[config.mk]
export PLATFORM = sky130hd
export DESIGN_NAME = json_string_unescape
export DESIGN_NICKNAME = d
export VERILOG_FILES = /design/src/rtl/core/jsu_pkg.sv /design/src/rtl/core/json_string_unescape.sv /design/src/rtl/core/jsu_decode.sv
export SDC_FILE = /design/constraint.sdc
export NUM_CORES = 1
export LEC_CHECK = 0
export BUFFER_PORTS_ARGS = -buffer_cell sky130_fd_sc_hd__buf_2
export CAP_MARGIN = 10
export CORE_MARGIN = 2
export CORE_UTILIZATION = 55
export CTS_CLUSTER_DIAMETER = 80
export DETAILED_ROUTE_END_ITERATION = 16
export GPL_ROUTABILITY_DRIVEN = 0
export PLACE_DENSITY = 0.74
export SLEW_MARGIN = 0
export SYNTH_ARGS = -nofsm -noshare
export SYNTH_HDL_FRONTEND = slang
export SYNTH_SLANG_ARGS = --single-unit
[constraint.sdc]
create_clock -name clk -period 4.7 [get_ports clk]
set_input_delay 0.94 -clock clk [delete_from_list [all_inputs] [get_ports clk]]
set_output_delay 0.94 -clock clk [all_outputs]
set_load 0.02 [all_outputs]
[src/rtl/core/jsu_pkg.sv]
// Shared types and constants for the JSON string unescape block.
// Used by jsu_decode and json_string_unescape; depends on nothing.
package jsu_pkg;

  typedef enum logic [1:0] {
    MODE_IDLE = 2'd0,
    MODE_BODY = 2'd1,
    MODE_ESC  = 2'd2,
    MODE_HEX  = 2'd3
  } mode_t;

  typedef enum logic [1:0] {
    KIND_CHAR  = 2'd0,
    KIND_DONE  = 2'd1,
    KIND_ERROR = 2'd2
  } kind_t;

  localparam logic [7:0] CH_QUOTE     = 8'h22;
  localparam logic [7:0] CH_BACKSLASH = 8'h5C;
  localparam logic [7:0] CH_SLASH     = 8'h2F;
  localparam logic [7:0] CH_QMARK     = 8'h3F;
  localparam logic [7:0] CH_B         = 8'h62;
  localparam logic [7:0] CH_F         = 8'h66;
  localparam logic [7:0] CH_N         = 8'h6E;
  localparam logic [7:0] CH_R         = 8'h72;
  localparam logic [7:0] CH_T         = 8'h74;
  localparam logic [7:0] CH_U         = 8'h75;
  localparam logic [7:0] CODE_BS      = 8'h08;
  localparam logic [7:0] CODE_FF      = 8'h0C;
  localparam logic [7:0] CODE_LF      = 8'h0A;
  localparam logic [7:0] CODE_CR      = 8'h0D;
  localparam logic [7:0] CODE_TAB     = 8'h09;
  localparam logic [15:0] ASCII_MAX   = 16'h007F;

  typedef struct packed {
    logic [7:0] data;
    kind_t      kind;
    logic       last;
  } result_t;

  // Results caused by one input beat, in delivery order.
  typedef struct packed {
    logic [1:0] count;
    result_t    first;
    result_t    second;
  } step_t;

endpackage

[src/rtl/core/json_string_unescape.sv]
// Streaming JSON string literal unescaper: one raw byte in per beat.
// Each result is registered into the result queue when its byte is accepted.
// One byte is accepted per cycle while data_stall is low; a byte giving two results queues both.
// The four-entry result queue stalls input when fewer than two slots are free.
// Synchronous reset idles the parser and empties the queue.
// Depends on jsu_pkg and jsu_decode.
module json_string_unescape (
  input  logic       clk,
  input  logic       rst,
  input  logic       data_valid,
  output logic       data_stall,
  input  logic       start_of_string,
  input  logic [7:0] data_byte,
  input  logic       end_of_text,
  output logic       result_valid,
  input  logic       result_stall,
  output logic [7:0] out_byte,
  output logic [1:0] out_kind,
  output logic       last_of_run
);

  jsu_pkg::mode_t   mode;
  jsu_pkg::mode_t   mode_next;
  logic [15:0]      accum;
  logic [15:0]      accum_next;
  logic [1:0]       seen;
  logic [1:0]       seen_next;
  jsu_pkg::step_t   step;

  jsu_pkg::result_t queue [4];
  logic [1:0]       wr_ptr;
  logic [1:0]       rd_ptr;
  logic [2:0]       count;
  logic [2:0]       count_next;
  logic             accept;
  logic             pop;
  logic [1:0]       push;

  jsu_decode u_decode (
    .mode            (mode),
    .accum           (accum),
    .seen            (seen),
    .start_of_string (start_of_string),
    .data_byte       (data_byte),
    .end_of_text     (end_of_text),
    .mode_next       (mode_next),
    .accum_next      (accum_next),
    .seen_next       (seen_next),
    .step            (step)
  );

  assign data_stall   = (count > 3'd2);
  assign accept       = data_valid && !data_stall;
  assign result_valid = (count != 3'd0);
  assign pop          = result_valid && !result_stall;
  assign push         = accept ? step.count : 2'd0;
  assign count_next   = count + {1'b0, push} - {2'b00, pop};

  always_ff @(posedge clk) begin
    if (rst) begin
      mode   <= jsu_pkg::MODE_IDLE;
      accum  <= 16'd0;
      seen   <= 2'd0;
      wr_ptr <= 2'd0;
      rd_ptr <= 2'd0;
      count  <= 3'd0;
    end else begin
      if (accept) begin
        mode  <= mode_next;
        accum <= accum_next;
        seen  <= seen_next;
      end
      wr_ptr <= wr_ptr + push;
      rd_ptr <= rd_ptr + {1'b0, pop};
      count  <= count_next;
    end
  end

  always_ff @(posedge clk) begin
    if (push != 2'd0) begin
      queue[wr_ptr] <= step.first;
    end
    if (push == 2'd2) begin
      queue[wr_ptr + 2'd1] <= step.second;
    end
  end

  assign out_byte    = queue[rd_ptr].data;
  assign out_kind    = queue[rd_ptr].kind;
  assign last_of_run = queue[rd_ptr].last;

  a_no_overflow : assert property (@(posedge clk) disable iff (rst)
    accept |-> ({1'b0, count} + {2'b00, step.count} <= 4'd4))
    else $error("result queue overflow");

  a_seen_in_hex : assert property (@(posedge clk) disable iff (rst)
    (seen != 2'd0) |-> (mode == jsu_pkg::MODE_HEX))
    else $error("hex digit count outside a unicode escape");

  a_done_is_last : assert property (@(posedge clk) disable iff (rst)
    (result_valid && (out_kind == jsu_pkg::KIND_DONE)) |-> last_of_run)
    else $error("done result not marked last");

  a_count_step : assert property (@(posedge clk) disable iff (rst)
    !accept |=> (count <= $past(count)))
    else $error("queue grew without an accepted beat");

endmodule

[src/rtl/core/jsu_decode.sv]
// Per-byte decision logic: next parser state and the results for one beat.
// Purely combinational; depends on jsu_pkg.
module jsu_decode (
  input  jsu_pkg::mode_t   mode,
  input  logic [15:0]      accum,
  input  logic [1:0]       seen,
  input  logic             start_of_string,
  input  logic [7:0]       data_byte,
  input  logic             end_of_text,
  output jsu_pkg::mode_t   mode_next,
  output logic [15:0]      accum_next,
  output logic [1:0]       seen_next,
  output jsu_pkg::step_t   step
);

  // Bit 4 flags a valid hex digit, bits 3:0 carry its value.
  function automatic logic [4:0] hex_digit(input logic [7:0] b);
    logic [4:0] r;
    r = 5'd0;
    if (b >= 8'h30 && b <= 8'h39) begin
      r = {1'b1, 4'(b - 8'h30)};
    end else if (b >= 8'h61 && b <= 8'h66) begin
      r = {1'b1, 4'(b - 8'h57)};
    end else if (b >= 8'h41 && b <= 8'h46) begin
      r = {1'b1, 4'(b - 8'h37)};
    end
    return r;
  endfunction

  logic [4:0]      hex;
  logic [15:0]     shifted;
  logic            prim_valid;
  jsu_pkg::kind_t  prim_kind;
  logic [7:0]      prim_data;
  jsu_pkg::mode_t  mode_mid;
  logic [1:0]      seen_mid;
  logic            trail_error;

  assign hex     = hex_digit(data_byte);
  assign shifted = {accum[11:0], hex[3:0]};

  always_comb begin
    mode_mid   = mode;
    accum_next = accum;
    seen_mid   = seen;
    prim_valid = 1'b0;
    prim_kind  = jsu_pkg::KIND_CHAR;
    prim_data  = 8'd0;
    if (start_of_string) begin
      accum_next = 16'd0;
      seen_mid   = 2'd0;
      if (data_byte == jsu_pkg::CH_QUOTE) begin
        mode_mid = jsu_pkg::MODE_BODY;
      end else begin
        mode_mid   = jsu_pkg::MODE_IDLE;
        prim_valid = 1'b1;
        prim_kind  = jsu_pkg::KIND_ERROR;
      end
    end else begin
      unique case (mode)
        jsu_pkg::MODE_BODY: begin
          if (data_byte == jsu_pkg::CH_QUOTE) begin
            mode_mid   = jsu_pkg::MODE_IDLE;
            prim_valid = 1'b1;
            prim_kind  = jsu_pkg::KIND_DONE;
          end else if (data_byte == jsu_pkg::CH_BACKSLASH) begin
            mode_mid = jsu_pkg::MODE_ESC;
          end else begin
            prim_valid = 1'b1;
            prim_data  = data_byte;
          end
        end
        jsu_pkg::MODE_ESC: begin
          mode_mid   = jsu_pkg::MODE_BODY;
          prim_valid = 1'b1;
          unique case (data_byte) inside
            jsu_pkg::CH_QUOTE, jsu_pkg::CH_BACKSLASH, jsu_pkg::CH_SLASH:
              prim_data = data_byte;
            jsu_pkg::CH_B: prim_data = jsu_pkg::CODE_BS;
            jsu_pkg::CH_F: prim_data = jsu_pkg::CODE_FF;
            jsu_pkg::CH_N: prim_data = jsu_pkg::CODE_LF;
            jsu_pkg::CH_R: prim_data = jsu_pkg::CODE_CR;
            jsu_pkg::CH_T: prim_data = jsu_pkg::CODE_TAB;
            jsu_pkg::CH_U: begin
              prim_valid = 1'b0;
              mode_mid   = jsu_pkg::MODE_HEX;
              accum_next = 16'd0;
              seen_mid   = 2'd0;
            end
            default: begin
              mode_mid  = jsu_pkg::MODE_IDLE;
              prim_kind = jsu_pkg::KIND_ERROR;
            end
          endcase
        end
        jsu_pkg::MODE_HEX: begin
          if (!hex[4]) begin
            mode_mid   = jsu_pkg::MODE_IDLE;
            prim_valid = 1'b1;
            prim_kind  = jsu_pkg::KIND_ERROR;
          end else begin
            accum_next = shifted;
            if (seen == 2'd3) begin
              seen_mid   = 2'd0;
              mode_mid   = jsu_pkg::MODE_BODY;
              prim_valid = 1'b1;
              prim_data  = (shifted <= jsu_pkg::ASCII_MAX) ? shifted[7:0]
                                                           : jsu_pkg::CH_QMARK;
            end else begin
              seen_mid = seen + 2'd1;
            end
          end
        end
        default: mode_mid = jsu_pkg::MODE_IDLE;
      endcase
    end
  end

  // A string still open on the last byte of the text ends in an error.
  assign trail_error = end_of_text && (mode_mid != jsu_pkg::MODE_IDLE);
  assign mode_next   = trail_error ? jsu_pkg::MODE_IDLE : mode_mid;
  // The digit count only matters inside a \u escape, which always starts it at zero.
  assign seen_next   = (mode_next == jsu_pkg::MODE_HEX) ? seen_mid : 2'd0;

  always_comb begin
    step.count = {1'b0, prim_valid} + {1'b0, trail_error};
    if (prim_valid) begin
      step.first.data = prim_data;
      step.first.kind = prim_kind;
      step.first.last = !trail_error;
    end else begin
      step.first.data = 8'd0;
      step.first.kind = jsu_pkg::KIND_ERROR;
      step.first.last = 1'b1;
    end
    step.second.data = 8'd0;
    step.second.kind = jsu_pkg::KIND_ERROR;
    step.second.last = 1'b1;
  end

endmodule
# Yosys cells after proc, flatten, opt, wreduce, memory -nomap -nowiden
# Memories as Yosys holds them, arrays and structs flattened. A register that Yosys moved wholly into a read port is not among the register bits.
# Index checks and enable logic that the tools add are counted.
# op_classes
add_sub_neg	10
n_lt_le_gt_ge	8
eq_ne	20
muxes	50
n_reduce_logical	18
# op_table
op	n
$eq A8 B7 Y1 const B	7
$mux W8	6
$pmux W8 S6	1
$mux W12	3
$mux W2	17
$pmux W12 S2	1
$pmux W8 S3	1
$eq A8 B6 Y1 const B	2
$ge A8 B7 Y1 const B	2
$le A16 B7 Y1 const B	1
$le A8 B7 Y1 const B	2
$mux W5	3
$mux W1	12
$pmux W2 S3	2
$mux W11	1
$eq A2 B2 Y1 const B	5
$reduce_or A9 Y1	1
$ge A8 B6 Y1 const B	1
$le A8 B6 Y1 const B	1
$ne A4 B3 Y1 const B	2
$pmux W2 S2	2
$reduce_and A4 Y1	2
$reduce_or A8 Y1	1
$sub A4 B3 Y4 const B	2
17 further kinds	28
# totals
reg_bits	23
ramBits	44
out_inout_bits	13
memories	1
# memory_table
memory	depth	word_bits	rd	rd_clocked_by_memory_dff	wr	line_no	rtl
queue	4	11	1	1	2	json_string_unescape.sv:30	jsu_pkg::result_t queue [4];

# Longest topological paths before layout
# logic_depth
word_depth	15
ltp_mapped	18

# Modules after synthesis
# From an unflattened synthesis, not the netlist that was laid out.
# unflattened
hier_cells	465
area_unflattened_um2	4702.0
# by_module_without_submodules
module	instances	cells_each	area_each_um2	seq_area_each_um2
json_string_unescape	1	257	3370.7	1861.8
jsu_decode	1	208	1331.3	0.0

# Worst setup path before layout
# Ideal clock, no wire load.
# synth_path
path_type	input to register
start	in data_byte[0]
end	reg count[2]
arrival_ps	4258
path_slack_ps	314
stages	18
cell_sequence	inv_1 ha_1 nand4_1 or4b_1 buf_6 and2_4 o21ai_0 a41oi_1 ha_1 clkbuf_1 nand2_1 ha_1 inv_1 ha_1 fa_1 xor2_1 xnor2_1 nor2_1
# synth_between
elab_chain_len	14
# synth_rtl
element	line_no	rtl
from (decl)	json_string_unescape.sv:13	input logic [7:0] data_byte,
$ge A8 B7 Y1 / $le A8 B7 Y1 (equally long branches)	jsu_decode.sv:24	end else if (b >= 8'h41 && b <= 8'h46) begin
$logic_and A1 B1 Y1	jsu_decode.sv:24	
$mux W5	jsu_decode.sv:24	
$mux W5	jsu_decode.sv:22	end else if (b >= 8'h61 && b <= 8'h66) begin
$mux W5	jsu_decode.sv:20	if (b >= 8'h30 && b <= 8'h39) begin
$mux W2	jsu_decode.sv:97	if (!hex[4]) begin
$pmux W2 S3	jsu_decode.sv:60	unique case (mode)
$mux W2	jsu_decode.sv:49	if (start_of_string) begin
$reduce_bool A2 Y1	jsu_decode.sv:120	assign trail_error = end_of_text && (mode_mid != jsu_pkg::MODE_IDLE);
$logic_and A1 B1 Y1	jsu_decode.sv:120	
$add A1 B1 Y2 (*)	jsu_decode.sv:126	step.count = {1'b0, prim_valid} + {1'b0, trail_error};
$mux W2 (*)	json_string_unescape.sv:56	assign push = accept ? step.count : 2'd0;
$add A3 B2 Y3 (*)	json_string_unescape.sv:57	assign count_next = count + {1'b0, push} - {2'b00, pop};
$sub A3 B1 Y3 (*)	json_string_unescape.sv:57	
to (signal assigned)	json_string_unescape.sv:75	count <= count_next;
to (decl)	json_string_unescape.sv:33	logic [2:0] count;
# Every way passes the cells marked *; elsewhere a longest branch is shown, timed or not.
# A chain may end at the register's enable or synchronous reset.

# Final worst setup path
# Same ends and word-level chain as after synthesis.

==> results.md <==
* Ranking of synthesized cells by area: dfxtp_1 (36%), mux4_2 (6.6%), a21oi_1 (4.4%)
* Largest net degree at the start of global routing at 24
* Most common cell in the netlist: dfxtp_1
* Endpoints failing setup at 0
* DP Area at 3920 sq um
* FF-to-FF End: count[2]$_SDFF_PP0_
* H-Tree Depth at 3
* Antenna Cells at 0
* CP Depth at 18
* Netlist area before placement at 3740 sq um
* Global route overflow at 0
* Worst skew pair latency at 360 ps
* Yosys top cell by area: dfxtp_1
* Core area at 6680 sq um
* Tmin final at 4200 ps
* First-pass GRT wire length at 14.7 mm
* Post-synthesis xor/xnor area fraction at 1.41%
* Post-synthesis sequential area ratio at 35.9%
* Crit path kind: primary input to register
* Compound-Gate Fraction of Synth Area at 22.1%
* DRC at 0
* Nets at 459
* Num CTS Buffers at 9
* Post CTS Setup Buffer Count at 0
* YS warnings at 0
* Vias in the first global route at 3023
* CTS Sinks at 67
* Worst path bufs/invs at 4
* Syn nets at 437
* Die width at 86.5 um
* Ys async rst share at 0%
* Critical path's most frequent cell: ha_1
* Setup crit end: count[2]$_SDFF_PP0_
* Hold Vio Cnt, Final at 0
* Mux contribution to synthesized area at 8.26%
* Worst-Margin Slew at 1030 ps
* Max stage delay on crit path at 550 ps
* Critical Path Sink Type: register
* Drt initial violations at 237
* VDD IR-drop max at 0.295 mV
* TritonCTS clock tree: built
* Clock Skews at 14.6 ps
* Die area at 7480 sq um
* Antenna violations before repair at 0
* Tot Pwr at 1.42 mW
* Share of cells above drive strength 1 at 20.8%
* Tcrit/Tclk final at 89.3%
* Commonest cells in the netlist: dfxtp_1 (67), a21oi_1 (33), nand2_1 (31)
* Total track usage at 24.8%
* Cell area after layout at 4100 sq um
* Flops & latches, synth at 67
* Reg2reg path depth at 14
* Final wirelength at 9.09 mm
* Power density cells at 347 nW/um^2
* Critical path required time at 4920 ps
* Maximum capacitance violations at 0
* Worst EP arrival at 4420 ps
* Worst-path maximum fanout at 8
* First-pass iteration count of the detailed router at 5
* Die H at 86.5 um
* Drt via density at 6.32
* Status: completed
* Routed Antenna Nets at 0
* Port-buffer cells at 26
* Setup TNS at 0 ps
* Worst path slowest cell: or4b_1
* Fin. max-slew vios at 0
* # fillers at 598
* Fin Hold WS at 460 ps
* Largest family of logic cells by synthesized area: simple AND/OR/NAND/NOR gates
* Leakage at 1.47 nW
* DP HPWL at 6.54 mm
* Std cell rows at 30
* Launch point of the worst reg-to-reg path: mode[1]$_SDFFE_PP0P_
* Fmax at 238 MHz
* Mean Syn Cell Area at 9.12 sq um
* Clock buffer depth at 2
* Post-Synth Simple-Gate Area at 23.5%
* Normalized max-slew margin at 30.8%
* Initial Util at 56.0%
* Mapped Cells at 410
* RSZ-0062 raised after global routing: false
* R2r setup slk at 1460 ps
* EDFF count, synth at 0
* Synth Area in Adders at 4.55%
* Clk slew on worst S/H paths at 80 ps
* Layout area overhead at 9.57%
* DR vias at 3265
* Synth cell types at 68
* Root buffer cell: clkbuf_8
* Hold/Removal Path Class: register to register
* Yosys top cell area share at 35.9%
* Critical path's top delay family: adder cells
* CTS hold repair buffers at 0
* Main synth FF type: dfxtp_1
* Critical path cell sequence: buf_2 > inv_1 > ha_1 > nand4_1 > or4b_1 > buf_4 > o211ai_4 > or2_2 > nand2_1 > ha_1 > nand2_1 > ha_1 > inv_1 > ha_1 > fa_1 > xor2_1 > xnor2_1 > nor2_1
* CP startpoint kind: primary input
* Crit path launch: data_byte[0]
* I/O pins at 27
* Post-CTS Resized at 0
* Drt wl/cell at 17.6 um
==> layer usage <==
| layer | wire length [um] | GRT usage, % | vias up |
|---|---|---|---|
| met5 | 0 | 0 | - |
| met4 | 181 | 8.24 | 0 |
| met3 | 626 | 5.33 | 22 |
| met2 | 4230 | 39.6 | 128 |
| met1 | 4050 | 33.5 | 1545 |
| li1 | - | - | 1570 |
==> sequential cells by signal (all words and copies together) (netlist names) <==
signal,count
accum,12
wr_ptr,2
seen,2
mode,2
queue,44
count,3
rd_ptr,2
==> kinds of logic (layout without fill, tap and decap cells) <==
group,after synthesis,count (layout)
xor+xnor,6,6
buf+inv,37,64
flops,67,67
fa+ha+maj,13,13
simple gates,157,157
compound gates,113,113
mux,17,17
==> worst min path at each step <==
stage                     slack [ps]                      from  cells after the start                  endpoint
after global placement           440  queue[0][5]$_SDFFE_PP0P_                      1  queue[0][5]$_SDFFE_PP0P_
after CTS                        460  queue[2][1]$_SDFFE_PP0P_                      2  queue[2][1]$_SDFFE_PP0P_
after global routing             480  queue[0][5]$_SDFFE_PP0P_                      1  queue[0][5]$_SDFFE_PP0P_
after detailed placement         450  queue[2][1]$_SDFFE_PP0P_                      2  queue[2][1]$_SDFFE_PP0P_
after floorplan                  430  queue[0][5]$_SDFFE_PP0P_                      1  queue[0][5]$_SDFFE_PP0P_
final                            460  queue[2][1]$_SDFFE_PP0P_                      2  queue[2][1]$_SDFFE_PP0P_
==> area by class of cell <==
| class | instances | area (sq um) | area share [%] |
|---|---|---|---|
| tap | 80 | 100 | 2.44 |
| multi-input combinational | 306 | 2240 | 54.6 |
| inverter | 14 | 52.6 | 1.28 |
| clock inverter | 7 | 52.6 | 1.28 |
| clock buffer | 9 | 124 | 3.02 |
| sequential | 67 | 1340 | 32.7 |
| timing repair buffer | 34 | 190 | 4.64 |
==> per-stage QoR <==
stage / instances / setup WS [ps] / utilization, %
after global placement: 501 / 265 / 58.7
after detailed placement: 501 / 171 / 58.7
after global routing: 517 / 271 / 61.3
after floorplan: 410 / 314 / -
final: 517 / 502 / 61.3
after CTS: 517 / 529 / 61.3
==> report_power, final <==
| part | switching, mW | leakage, nW | internal [mW] |
|---|---|---|---|
| combinational | 0.160 | 0.832 | 0.146 |
| clock | 0.245 | 0.0953 | 0.196 |
| sequential | 0.0608 | 0.542 | 0.614 |
| total | 0.466 | 1.47 | 0.955 |
==> tightest hold or removal path: cells and delay by family (launching register included) <==
kind / cells / cell delay [ps]
flops: 1 / 310
simple gates: 1 / 50
compound gates: 1 / 50
==> placed cells by master, fill, tap and decap left out, types with 3 or more instances in the layout <==
cell type  synthesis  routed
dfxtp_1           67      67
a21oi_1           33      33
nand2_1           31      31
nor2_1            30      30
buf_2              3      26
nand3_1           20      20
o21ai_0           15      15
inv_1             14      14
a32o_1            14      14
nand2b_1          13      13
nor3_1            12      12
ha_1              12      12
mux4_2            11      11
nor2b_1            9       9
clkbuf_8           0       9
buf_4              1       8
a22o_1             6       6
o21ai_1            6       6
mux2i_1            5       5
or3_1              5       5
and3_1             4       4
a31oi_1            4       4
or2_2              4       4
xnor2_1            4       4
a211oi_2           4       4
nand4_1            4       4
o2bb2ai_1          3       3
o221ai_1           3       3
clkinv_2           0       3
(Power assumes the default switching activity.)
